==> config.mk <==
export PLATFORM = sky130hd
export DESIGN_NAME = bb3_fifo
export DESIGN_NICKNAME = d
export VERILOG_FILES = /design/src/rtl/bb3_pkg.sv /design/src/rtl/bb3_fifo.sv
export SDC_FILE = /design/constraint.sdc
export NUM_CORES = 1
export LEC_CHECK = 0
export ABC_AREA = 0
export BUFFER_PORTS_ARGS = -buffer_cell sky130_fd_sc_hd__buf_2
export CORE_UTILIZATION = 52
export CTS_CLUSTER_SIZE = 16
export DETAILED_ROUTE_END_ITERATION = 6
export PLACE_DENSITY = 0.77
export SYNTH_ARGS = -nofsm -noshare
export SYNTH_HDL_FRONTEND = slang
export SYNTH_SLANG_ARGS = --single-unit
==> constraint.sdc <==
create_clock -name clk -period 5.4 [get_ports clk]
set_clock_uncertainty 0.15 [all_clocks]
set_input_delay 1.08 -clock clk [delete_from_list [all_inputs] [get_ports clk]]
set_output_delay 1.08 -clock clk [all_outputs]
set_load 0.005 [all_outputs]
==> src/rtl/bb3_pkg.sv <==
// ----------------------------------------------------------------------------
// bb3_pkg
// Shared types and constants of the 3x3 box blur unit.
// ----------------------------------------------------------------------------
package bb3_pkg;

	// Configuration register indexes.
	typedef enum logic [0:0] {
		CFG_IMAGE_WIDTH  = 1'b0,
		CFG_IMAGE_HEIGHT = 1'b1
	} cfg_reg_t;

	// Width of the configuration registers and the row/column counters.
	localparam int CNT_W = 11;

	// Request type codes.
	localparam logic REQ_PIXEL = 1'b0;
	localparam logic REQ_DRAIN = 1'b1;

	// Fractional bits of the reciprocal used for the rounded mean.
	localparam int RECIP_SHIFT = 18;

	// Classification of one window step, decided by the front end.
	typedef struct packed {
		logic top_ok;
		logic bot_ok;
		logic c_ge1;
		logic c_ge2;
		logic emit_a;
		logic emit_b;
		logic done;
	} q_flags_t;

	// One queue transaction: the new window column and its classification.
	typedef struct packed {
		logic [23:0] top;
		logic [23:0] mid;
		logic [23:0] bot;
		q_flags_t    flags;
	} q_entry_t;

	// Reciprocal ceil(2^18 / (2*n)); exact floor division for dividends below 2^13.
	function automatic logic [17:0] recip(input logic [3:0] n);
		logic [17:0] m;
		case (n)
			4'd1:    m = 18'd131072;
			4'd2:    m = 18'd65536;
			4'd3:    m = 18'd43691;
			4'd4:    m = 18'd32768;
			4'd5:    m = 18'd26215;
			4'd6:    m = 18'd21846;
			4'd7:    m = 18'd18725;
			4'd8:    m = 18'd16384;
			4'd9:    m = 18'd14564;
			default: m = 18'd0;
		endcase
		return m;
	endfunction

endpackage

==> src/rtl/bb3_fifo.sv <==
// ----------------------------------------------------------------------------
// bb3_fifo
// Two-entry queue between the front end and the averaging back end.
// ----------------------------------------------------------------------------
module bb3_fifo (
	input  logic              clk,
	input  logic              arst_n,
	input  logic              push,
	input  bb3_pkg::q_entry_t din,
	output logic              full,
	input  logic              pop,
	output bb3_pkg::q_entry_t dout,
	output logic              empty
);

	bb3_pkg::q_entry_t mem_q [2];
	logic              wr_ptr_q, rd_ptr_q;
	logic [1:0]        cnt_q;

	assign full  = (cnt_q == 2'd2);
	assign empty = (cnt_q == 2'd0);
	assign dout  = mem_q[rd_ptr_q];

	// Pointers and fill level.
	always_ff @(posedge clk or negedge arst_n) begin
		if (!arst_n) begin
			wr_ptr_q <= 1'b0;
			rd_ptr_q <= 1'b0;
			cnt_q    <= 2'd0;
		end else begin
			if (push) begin
				wr_ptr_q <= !wr_ptr_q;
			end
			if (pop) begin
				rd_ptr_q <= !rd_ptr_q;
			end
			if (push && !pop) begin
				cnt_q <= cnt_q + 2'd1;
			end else if (pop && !push) begin
				cnt_q <= cnt_q - 2'd1;
			end
		end
	end

	// Entry storage.
	always_ff @(posedge clk) begin
		if (push) begin
			mem_q[wr_ptr_q] <= din;
		end
	end

endmodule

==> After elaboration in Yosys (flattened, before gate mapping) <==
Memory sizes are Yosys's and may differ from the RTL's.
Index checks and enable logic that the tools add are counted.
{ "op_classes": {"eq_ne": 1, "addsub": 2, "muxes": 4, "reduce_logical": 8} }
{ "ops": {"columns": ["cell", "count"], "rows": [
  ["zero test 1 bit", 4],
  ["two-way mux 2 bit", 2],
  ["adder 2 x 1 -> 2 bit (second input constant)", 1],
  ["== test 2 bit (second input constant)", 1],
  ["logical AND 1 bit", 2],
  ["zero test 2 bit", 1],
  ["two-way mux 1 bit", 2],
  ["nonzero test 2 bit", 1],
  ["subtractor 2 x 1 -> 2 bit (second input constant)", 1]
]} }
{ "word_totals": {"inputBits": 83, "n_memories": 1, "wordCells": 19, "output_inout_bits": 81, "register_bits": 4, "ram_bits": 158} }
{ "mem_list": {"columns": ["name", "words", "word_bits", "read_ports", "rd_clocked_by_memory_dff", "write_ports", "line", "source"], "rows": [
  ["mem_q", 2, 79, 1, 0, 1, "bb3_fifo.sv:16", "bb3_pkg::q_entry_t mem_q [2];"]
]} }

==> Longest topological paths before layout <==
{ "depth": {"ltp_word": 4, "ltp_mapped": 5, "depth_no_buf": 5} }

==> Least setup slack after synthesis <==
No wires, ideal clock.
{ "synth_timing": {"path_kind": "in2reg", "from": "in push", "to": "mem mem_q[0][0] (netlist name), enable pin", "n_path_buf": 0, "cell_stages": 1, "arrival_ns": 4.535, "path_slack_ns": 0.189, "setup_ns": 0.526, "t_required_ns": 4.724, "path_cell_list": "nor2b_1"} }
{ "synth_via": {"elab_chain_len": 2} }
{ "synth_rtl": {"columns": ["element", "line", "source"], "rows": [
  ["start: declaration", "bb3_fifo.sv:8", "input logic push,"],
  ["two-way mux 1 bit", "bb3_fifo.sv:47", "if (push) begin"],
  ["two-way mux 1 bit (not written as such)", "bb3_fifo.sv:48", "mem_q[wr_ptr_q] <= din;"],
  ["end: declaration", "bb3_fifo.sv:16", null]
]} }
Every way passes these cells.

==> flow_summary.toml <==
[status]
outcome = "complete, but fails checks"
violations = "design-rule violations"

[timing]
setup_ws_ps = 1850
slew_headroom = 0.220
hold_viol = 0
min_period_ps = 3550
clock.fmax_mhz = 281
rsz0062_at_grt = "false"
setup_viol = 0
drv_slew = 0
tightest_slew_ps = 1170
final.setup.tns_ps = 0
period_share = 0.658
timing.hold.ws_ps = 315

[final_layout]
fin_cells = 594
final_common_cell = "buf_2"
nFillCells = 800
final_cell_mix = "buf_2 (163), edfxtp_1 (158), mux2_4 (79)"
insertedDiodeCount = 0
fin_nets = 522
syn_to_final_growth_pct = 22.6
fin_area_um2 = 7710
layout-drive-gt1-share = 0.610
utilization = 0.664

[grt]
grt_remaining_overflow = 0
grt_pass1_wl_um = 15100
grt_util_met2 = 0.267
grt_util_met3 = 0.0550
use_met1 = 0.202
grt_max_degree = 80
antenna_found_initial = 1
gr-usage-all-layers = 0.166
grt-busiest-layer = "met2"
first_global_vias = 2931

[clock_tree]
cts_hold_buf = 0
cts_max_level = 4
clock_tree.buffer_depth = 2
cts-buffers-inserted = 17
clkSlewWorstSetupHoldPaths_ps = 60
tritoncts = "yes"
root_buffer = "clkbuf_16"
postCtsSetupBuffers = 0
cts_sinks = 162
clk_latency_ps = 410
cts_resized = 0

[power]
leakage_nw = 3.16
total_power_mw = 4.01
irDropWorstVdd_mv = 0.275
p_per_area_nw_per_um2 = 519

[min_path]
hp-class = "primary input to asynchronous set/reset pin"

[critical_path]
r2r_start = "wr_ptr_q"
rrSetupSlack_ps = 3210
crit_type = "flip-flop to output pin"
worstPathMaxFanout = 41
reg2reg_to = "mem_q[0][5]"
required_ps = 4170
critPathLaunchType = "flip-flop"
ff2ff_path_depth = 2
endpoint_kind = "output pin"
cp_data_arrival_time_ps = 2320

[floorplan]
fp-row-count = 39
start_util = 0.541
io_pins = 164
die_area_um2 = 12500
die_w_um = 112
core_region_area_um2 = 11600
chipHeight_um = 112

[yosys]
yosysUniqueCellTypes = 12
synth_area_um2 = 6290
syn_avg_cell_area_um2 = 24.0
synth.net_count = 346
synth-seq-cells = 162
synth-seq-area-share = 0.770
yosys_warnings = 0
synth_cells = 262

[detailed_routing]
first_iter_violations = 124
wl_per_cell_um = 16.7
viasPerCell = 4.92
vias = 2920
first_pass_iters = 6
drt_wl_total_um = 9920
drc = 9
detail-route-antenna-nets = 0

[placed_design]
hpwl_um = 6410
placed_cells = 562
port_buffers = 163
dpl_cell_area_um2 = 7160
dp_slack_ps = 2260
place_congestion = 0.682

[flow_run]
cap_viol_max_count = 0
-- synthesized netlist by cell type (all sizes together) --
library cell,number,area share
and2,1,0.0010
mux2,79,0.19
xnor2,1,0.0014
nor2b,2,0.0020
nor2,2,0.0012
buf,9,0.027
edfxtp,158,0.75
dfrtp,4,0.016
inv,1,0.00060
xor2,4,0.0056
ha,1,0.0020
-- critical path, cell delays in order (launching register included) --
cell and delay (ps):
dfrtp_4 930, buf_4 500, mux2_4 340, buf_2 120
-- worst max path at each step --
| stage | end | startpoint | slack (ps) | cells after the start |
|---|---|---|---|---|
| 5_1_grt | dout[38] | rd_ptr_q | 1750 | 3 |
| 2_1_floorplan | mem_q[0][0] | push | 190 | 1 |
| 4_1_cts | dout[38] | rd_ptr_q | 1800 | 3 |
| 3_5_place_dp | dout[38] | rd_ptr_q | 2260 | 3 |
| 6_report | dout[38] | rd_ptr_q | 1850 | 3 |
| 3_3_place_gp | dout[39] | rd_ptr_q | 2290 | 3 |
-- logic make-up (layout without fill, tap and decap cells) --
family,after synthesis,in the layout,share of synthesized area
buf+inv,10,199,0.0279
fa+ha+maj,1,1,0.00199
flops,162,162,0.770
mux,79,79,0.189
xor+xnor,5,5,0.00696
simple gates,5,5,0.00418
-- flip-flops by register name (all words and copies together), names as in the netlist --
register and flops:
mem_q 158, cnt_q 2, rd_ptr_q 1, wr_ptr_q 1
-- layout make-up --
type | count | area [um2] | share of cell area
Multi-Input combinational cell | 90 | 1280 | 0.166
Clock inverter | 14 | 121 | 0.0157
Sequential cell | 162 | 4850 | 0.629
Clock buffer | 18 | 429 | 0.0557
Inverter | 1 | 3.75 | 0.000487
Timing Repair Buffer | 166 | 851 | 0.110
Tap cell | 143 | 179 | 0.0232
-- where the power goes --
part / switching [mW] / internal [mW]
clock network: 0.440 / 0.668
logic: 0.432 / 0.641
registers: 0.149 / 1.68
-- metal layers --
metal / part of all wire / routed length [um] / up-vias
met5: 0.00081 / 8 / -
met4: 0.019 / 185 / 2
met3: 0.064 / 634 / 17
met2: 0.50 / 4930 / 102
met1: 0.42 / 4160 / 1409
li1: - / - / 1390
(Power assumes the default switching activity.)
