[src/rtl/bb3_pkg.sv]
// ----------------------------------------------------------------------------
// bb3_pkg
// Shared types and constants of the 3x3 box blur unit.
// ----------------------------------------------------------------------------
package bb3_pkg;

	// Configuration register indexes.
	typedef enum logic [0:0] {
		CFG_IMAGE_WIDTH  = 1'b0,
		CFG_IMAGE_HEIGHT = 1'b1
	} cfg_reg_t;

	// Width of the configuration registers and the row/column counters.
	localparam int CNT_W = 11;

	// Request type codes.
	localparam logic REQ_PIXEL = 1'b0;
	localparam logic REQ_DRAIN = 1'b1;

	// Fractional bits of the reciprocal used for the rounded mean.
	localparam int RECIP_SHIFT = 18;

	// Classification of one window step, decided by the front end.
	typedef struct packed {
		logic top_ok;
		logic bot_ok;
		logic c_ge1;
		logic c_ge2;
		logic emit_a;
		logic emit_b;
		logic done;
	} q_flags_t;

	// One queue transaction: the new window column and its classification.
	typedef struct packed {
		logic [23:0] top;
		logic [23:0] mid;
		logic [23:0] bot;
		q_flags_t    flags;
	} q_entry_t;

	// Reciprocal ceil(2^18 / (2*n)); exact floor division for dividends below 2^13.
	function automatic logic [17:0] recip(input logic [3:0] n);
		logic [17:0] m;
		case (n)
			4'd1:    m = 18'd131072;
			4'd2:    m = 18'd65536;
			4'd3:    m = 18'd43691;
			4'd4:    m = 18'd32768;
			4'd5:    m = 18'd26215;
			4'd6:    m = 18'd21846;
			4'd7:    m = 18'd18725;
			4'd8:    m = 18'd16384;
			4'd9:    m = 18'd14564;
			default: m = 18'd0;
		endcase
		return m;
	endfunction

endpackage

[src/rtl/bb3_back.sv]
// ----------------------------------------------------------------------------
// bb3_back
// Shifts the 3x3 window, sums the clipped neighborhoods and gives up to two
// rounded means per step through a registered output.
// ----------------------------------------------------------------------------
module bb3_back (
	input  logic              clk,
	input  logic              arst_n,
	input  logic              q_empty,
	input  bb3_pkg::q_entry_t q_entry,
	output logic              q_pop,
	output logic              out_valid,
	input  logic              out_ready,
	output logic [7:0]        red_out,
	output logic [7:0]        green_out,
	output logic [7:0]        blue_out,
	output logic              last_in_run,
	output logic              frame_done
);

	logic [23:0] win_q [3][3];
	logic [23:0] nw [3][3];
	logic [9:0]  cs [3][3];
	logic [11:0] sum_a [3];
	logic [11:0] sum_b [3];
	logic [1:0]  rows, cols_a, cols_b;
	logic [3:0]  n_a, n_b;

	logic        a_v_s1, b_v_s1, a_last_s1, a_done_s1, b_done_s1;
	logic [12:0] xa_s1 [3];
	logic [12:0] xb_s1 [3];
	logic [3:0]  na_s1, nb_s1;

	logic        take, busy;
	logic [12:0] x_sel [3];
	logic [3:0]  n_sel;
	logic [17:0] m_sel;
	logic [30:0] prod [3];
	logic [7:0]  quo [3];
	bb3_pkg::q_flags_t f;

	assign f = q_entry.flags;

	// Next window and clipped column sums per channel.
	always_comb begin
		for (int i = 0; i < 3; i++) begin
			nw[i][0] = win_q[i][1];
			nw[i][1] = win_q[i][2];
		end
		nw[0][2] = q_entry.top;
		nw[1][2] = q_entry.mid;
		nw[2][2] = q_entry.bot;
		for (int k = 0; k < 3; k++) begin
			for (int ch = 0; ch < 3; ch++) begin
				cs[k][ch] = (f.top_ok ? 10'(nw[0][k][8*ch +: 8]) : 10'd0)
					+ 10'(nw[1][k][8*ch +: 8])
					+ (f.bot_ok ? 10'(nw[2][k][8*ch +: 8]) : 10'd0);
			end
		end
		for (int ch = 0; ch < 3; ch++) begin
			sum_a[ch] = 12'(cs[2][ch]) + 12'(cs[1][ch])
				+ (f.c_ge2 ? 12'(cs[0][ch]) : 12'd0);
			sum_b[ch] = 12'(cs[2][ch]) + (f.c_ge1 ? 12'(cs[1][ch]) : 12'd0);
		end
		rows   = 2'd1 + 2'(f.top_ok) + 2'(f.bot_ok);
		cols_a = f.c_ge2 ? 2'd3 : 2'd2;
		cols_b = f.c_ge1 ? 2'd2 : 2'd1;
		n_a    = 4'(rows * cols_a);
		n_b    = 4'(rows * cols_b);
	end

	// Output selection: the first result of a step goes before the second.
	assign take  = (!out_valid || out_ready) && (a_v_s1 || b_v_s1);
	assign busy  = a_v_s1 || b_v_s1;
	assign q_pop = !q_empty && (!busy || (take && !(a_v_s1 && b_v_s1)));

	always_comb begin
		n_sel = a_v_s1 ? na_s1 : nb_s1;
		m_sel = bb3_pkg::recip(n_sel);
		for (int ch = 0; ch < 3; ch++) begin
			x_sel[ch] = a_v_s1 ? xa_s1[ch] : xb_s1[ch];
			prod[ch]  = 31'(x_sel[ch]) * 31'(m_sel);
			quo[ch]   = prod[ch][bb3_pkg::RECIP_SHIFT +: 8];
		end
	end

	// Window registers.
	always_ff @(posedge clk or negedge arst_n) begin
		if (!arst_n) begin
			for (int i = 0; i < 3; i++) begin
				for (int k = 0; k < 3; k++) begin
					win_q[i][k] <= '0;
				end
			end
		end else if (q_pop) begin
			win_q <= nw;
		end
	end

	// Pending results of the current step.
	always_ff @(posedge clk or negedge arst_n) begin
		if (!arst_n) begin
			a_v_s1 <= 1'b0;
			b_v_s1 <= 1'b0;
		end else if (q_pop) begin
			a_v_s1 <= f.emit_a;
			b_v_s1 <= f.emit_b;
		end else if (take) begin
			if (a_v_s1) begin
				a_v_s1 <= 1'b0;
			end else begin
				b_v_s1 <= 1'b0;
			end
		end
	end

	always_ff @(posedge clk) begin
		if (q_pop) begin
			for (int ch = 0; ch < 3; ch++) begin
				xa_s1[ch] <= 13'({sum_a[ch], 1'b0}) + 13'(n_a);
				xb_s1[ch] <= 13'({sum_b[ch], 1'b0}) + 13'(n_b);
			end
			na_s1     <= n_a;
			nb_s1     <= n_b;
			a_last_s1 <= !f.emit_b;
			a_done_s1 <= f.done && !f.emit_b;
			b_done_s1 <= f.done;
		end
	end

	// Output register.
	always_ff @(posedge clk or negedge arst_n) begin
		if (!arst_n) begin
			out_valid <= 1'b0;
		end else if (take) begin
			out_valid <= 1'b1;
		end else if (out_ready) begin
			out_valid <= 1'b0;
		end
	end

	always_ff @(posedge clk) begin
		if (take) begin
			red_out     <= quo[2];
			green_out   <= quo[1];
			blue_out    <= quo[0];
			last_in_run <= a_v_s1 ? a_last_s1 : 1'b1;
			frame_done  <= a_v_s1 ? a_done_s1 : b_done_s1;
		end
	end

endmodule

[config.mk]
export PLATFORM = sky130hd
export DESIGN_NAME = bb3_back
export DESIGN_NICKNAME = d
export VERILOG_FILES = /design/src/rtl/bb3_pkg.sv /design/src/rtl/bb3_back.sv
export SDC_FILE = /design/constraint.sdc
export NUM_CORES = 2
export LEC_CHECK = 0
export ABC_AREA = 0
export BUFFER_PORTS_ARGS = -buffer_cell sky130_fd_sc_hd__clkbuf_2
export CAP_MARGIN = 40
export CORE_MARGIN = 1
export CORE_UTILIZATION = 60
export DETAILED_ROUTE_END_ITERATION = 12
export GPL_ROUTABILITY_DRIVEN = 0
export HOLD_SLACK_MARGIN = 0.06
export PLACE_DENSITY_LB_ADDON = 0.15
export SYNTH_ARGS = -nofsm -noshare
export SYNTH_HDL_FRONTEND = slang
export SYNTH_SLANG_ARGS = --single-unit
export TNS_END_PERCENT = 20
[constraint.sdc]
create_clock -name clk -period 10.35 [get_ports clk]
set_input_delay 1.035 -clock clk [delete_from_list [all_inputs] [get_ports clk]]
set_output_delay 1.035 -clock clk [all_outputs]
set_load 0.01 [all_outputs]
## After elaboration in Yosys (flattened, before gate mapping)

Memory sizes are Yosys's and may differ from the RTL's.
Cells that the tools add are included.

- Add/subtract/negate cells: 35
- $mul: 5
- Div/mod/pow operators: 0
- Magnitude comparators: 0
- Equality and inequality tests: 1
- Shifts and indexed selects: 0
- Multiplexer cells: 40
- Bitwise operators: 0
- Reductions and logical operators: 16

Operator list:

| kind | count |
|---|---|
| two-way mux 8 bit | 18 |
| adder 9 x 8 -> 10 bit | 9 |
| adder 8 x 8 -> 9 bit | 9 |
| multiplier 13 x 18 -> 26 bit | 3 |
| adder 10 x 10 -> 11 bit | 6 |
| two-way mux 10 bit | 6 |
| adder 12 x 4 -> 13 bit | 3 |
| adder 13 x 4 -> 13 bit | 3 |
| two-way mux 13 bit | 3 |
| adder 11 x 10 -> 12 bit | 3 |
| two-way mux 1 bit | 11 |
| multiplier 2 x 2 -> 4 bit | 2 |
| logical AND 1 bit | 5 |
| logical NOT 1 bit | 5 |
| two-way mux 4 bit | 1 |
| nonzero test 2 bit | 2 |
| logical OR 1 bit | 3 |
| adder 1 x 1 -> 2 bit, first input constant | 1 |
| adder 2 x 1 -> 2 bit | 1 |
| two-way mux 2 bit | 1 |
| != test 2 bit, second input constant | 1 |
| AND reduction 2 bit | 1 |

- Register bits after elaboration: 184
- Latch bits: 0
- Memory bits (writable): 78
- ROM bits: 288
- Input port bits: 83
- Output and inout bits: 28
- Word-level logic and storage cells: 119
- Memories: 3

Memory list:

| memory | depth | width | rd ports | clocked after Yosys merged registers in | wr ports | RTL line | RTL |
|---|---|---|---|---|---|---|---|
| (no name shown) | 16 | 18 | 1 | 0 | 0 | bb3_pkg.sv:45 | `case (n)` |
| xa_s1 | 3 | 13 | 3 | 0 | 3 | bb3_back.sv:30 | `logic [12:0] xa_s1 [3];` |
| xb_s1 | 3 | 13 | 3 | 0 | 3 | bb3_back.sv:31 | `logic [12:0] xb_s1 [3];` |

## Depth between registers and ports, before layout

- Depth in word-level cells: 8
- Depth in mapped cells: 31
- Gate-level depth less buffers: 26

## Worst setup path before layout

No wires, ideal clock.

- Path type: reg2reg
- Start point: reg a_v_s1
- End point: reg red_out[6], data pin
- Library setup time: 260 ps
- Data arrival time: 7476 ps
- Data required time: 10090 ps
- Setup slack: 2614 ps
- Cell stages (with the launch flop): 31
- Buffers on the path: 6
- Clock period less this slack: 7736 ps
- Path through: dfrtp_1 > buf_6 > buf_4 > buf_2 > mux2i_1 > inv_1 > ha_1 > and4bb_4 > or2_2 > buf_2 > a21oi_2 > buf_4 > clkbuf_1 > nor2_1 > fa_1 > inv_1 > fa_1 > inv_1 > fa_1 > fa_1 > inv_1 > fa_1 > inv_1 > ha_1 > or3_1 > o211ai_1 > a21oi_1 > a221o_2 > o31a_1 > a311oi_2 > xnor2_1

RTL lines:

| item | RTL line | RTL |
|---|---|---|
| start: declaration | bb3_back.sv:29 | `logic a_v_s1, b_v_s1, a_last_s1, a_done_s1, b_done_s1;` |
| start signal: assignment | bb3_back.sv:106 | `a_v_s1 <= f.emit_a;` |
| end signal: assignment | bb3_back.sv:144 | `red_out <= quo[2];` |
| end: declaration | bb3_back.sv:14 | `output logic [7:0] red_out,` |

==> metrics <==
status complete, no violations; Worst slew margin 34.01%; Hold Path Class in -> async; IO buf count 110; Hold Violations, Final 0; wire length per cell 17.89 microns; Yosys top cell area share 32.84%; CTS Hold Bufs 0; filler instances 5,178; clk sinks 256; period utilization 80.35%; CTS tree yes; Vias 26,840; I/O pins 111; initial DRC count 1,825; FF+latch area 6955 sq um; final hold slack 304.1 ps; Synth area leaders fa_1 (33%), ha_1 (9.9%), dfrtp_1 (9.7%), edfxtp_1 (8.6%), inv_1 (8.2%); Inserted Diodes 0; Multi-input gate area 27,470 sq um; core area 62,170 sq um; slack of the critical path 2034 ps; Nets 5,077; share of cells above drive strength 1 10.92%; CP Capture Type flip-flop; Post-Route WL 88,180 microns; clk_lat worst skew 580 ps; pre-CTS setup slack 2048 ps; Mean Syn Cell Area 9.529 sq um; Pre-antenna DRT Iters 6; fmax 120.2 MHz; RSZ-0062 raised after global routing no; Die Y 253.8 microns; worst-path maximum fanout 26; die area 64,410 sq um; Synth cell types 82; # resized after CTS 0; Worst EP required 10,660 ps; Max-cap violations 0; Worst-path clk slew 60 ps; Initial Util 61.19%; ys flop type dfrtp_1; Syn Inst Count 3,992; post-synthesis sequential area ratio 18.27%; clock buffer count from CTS 29; area leader, netlist fa_1; # H-tree levels 1; worst path arrival time 8630 ps; Yosys warning total 0; pin count of the biggest net entering global routing 158; # setup viols final 0; Post-synth EDFFs 109; min Tclk post-route 8316 ps; initial antenna violation count 0; total track usage 28.86%; row count 91; clk buf depth 3; grt ovf 0; final setup TNS 0 ps; placed cells 4,876; Detail Route Antenna Nets 0; Crit Path Class reg -> reg; CTS root buffer clkbuf_16; Synth-to-Final Area Change 6.992%; clock skew 23.54 ps; type of origin of the critical path flip-flop; drc violations 0; Cell Area, Synth 38,040 sq um; first-pass GRT wire length 145,700 microns; HPWL after DPL 70,350 microns; post-CTS setup buffer count 0; Max Transition Viols Final 0; vias in the first global route 28,630; ys async rst share 57.42%; Via density 5.446; Seq cells post-synth 256; Die Wd 253.8 microns; Finished Layout Cells 4,929; Least-Margin Pin Slew 989.7 ps
[worst max-delay path: stages (launching register included)]
cell and delay [ps]:
dfrtp_4 550, mux2i_4 250, buf_4 240, inv_1 290
ha_1 340, and4bb_4 220, or2_2 550, a21oi_2 630
buf_4 320, nor2_1 80, fa_1 540, inv_1 50
fa_1 470, inv_1 50, fa_1 490, fa_1 550
inv_1 50, fa_1 470, inv_1 40, ha_1 300
nand4_1 120, nor2_1 70, a221oi_1 320, o2111ai_1 150
a31oi_1 390, nor2_1 150, a21o_1 210, xor2_1 140
[Yosys cell counts (4+ instances only)]
master,instances
o21bai_1,41
o21ai_1,6
a21o_1,45
a21oi_1,130
dfrtp_1,147
nor3b_1,9
nor2_1,391
nand4_1,10
or3_1,12
a211oi_1,8
and3_1,7
nor2b_1,27
mux2_2,167
nand2b_1,18
or2_2,24
nand2_1,380
o21ai_0,57
o21a_1,18
nor4_1,8
buf_1,4
o211ai_1,6
buf_2,20
clkbuf_1,106
a2111oi_2,4
xor2_1,41
a31o_2,4
nor3_1,20
nand3_1,21
and2_1,149
mux2i_1,40
edfxtp_1,109
xnor2_1,141
ha_1,300
inv_1,831
a31oi_1,6
fa_1,624
[cell families after synthesis]
family                   after synthesis  synth area share (%)
AO/OA/AOI/OAI                        361                 6.091
XOR/XNOR                             182                 4.190
adder cells (fa/ha/maj)              925                 42.73
buffers and inverters                965                 9.627
flip-flops                           256                 18.27
multiplexers                         209                 6.091
other                                  1              0.009858
AND/OR/NAND/NOR                     1093                 12.99
[registers in the layout, indices dropped and copies added (netlist names), 4 cells and up]
register	cells
xb_s1	36
nw	144
green_out	8
nb_s1	4
xa_s1	36
red_out	8
na_s1	4
blue_out	8
[area by class of cell]
class,count,area share [%]
sequential,256,17.09
clock buffer,43,2.066
tap,837,2.573
multi-input combinational,2774,67.49
clock inverter,10,0.2152
inverter,832,7.673
timing repair buffer,177,2.890
[cells in the final DEF (no fill, tap or decap), types with 9 or more instances in the layout]
cell       instances
a21o_1            45
a21oi_1          128
and2_1           148
buf_4             58
clkbuf_1          10
clkbuf_16         31
clkbuf_2         109
dfrtp_1          146
edfxtp_1         109
fa_1             624
ha_1             300
inv_1            831
mux2_2           167
mux2i_1           40
nand2_1          380
nand2b_1          18
nand3_1           21
nand4_1           10
nor2_1           387
nor2b_1           27
nor3_1            20
nor3b_1            9
o21a_1            18
o21ai_0           57
o21bai_1          41
or2_2             24
or3_1             12
xnor2_1          141
xor2_1            41
[path summary, 6_finish.rpt]
check	start	endpoint	slack (ps)	depth (start not counted)
max in group asynchronous	arst_n	nw[135]$_DFFE_PN0P_	8680	3
worst min-delay path	arst_n	nw[45]$_DFFE_PN0P_	300	1
worst max-delay path	a_v_s1$_DFFE_PN0P_	blue_out[6]$_DFFE_PP_	2030	27
min in group clk	nw[201]$_DFFE_PN0P_	nw[201]$_DFFE_PN0P_	500	1
worst min register to register	nw[201]$_DFFE_PN0P_	nw[201]$_DFFE_PN0P_	500	1
worst max register to register	a_v_s1$_DFFE_PN0P_	blue_out[6]$_DFFE_PP_	2030	27
[routing by layer]
metal / up-vias / wire length [microns] / GRT usage (%)
met5: - / 0 / 0
met4: 0 / 3950 / 11.67
met3: 233 / 6212 / 4.179
li1: 12460 / - / -
met2: 907 / 41630 / 48.09
met1: 13250 / 36390 / 37.98
[metrics by stage]
step	utilization [%]	area (sq um)
4_1_cts	65.47	40700
6_report	65.47	40700
2_1_floorplan	-	38050
5_1_grt	65.47	40700
3_3_place_gp	63.68	39590
3_5_place_dp	63.98	39770
Power is left out: the tool's default activity adds up to more than one toggle a clock period on the data nets, which glitch-free logic cannot reach.
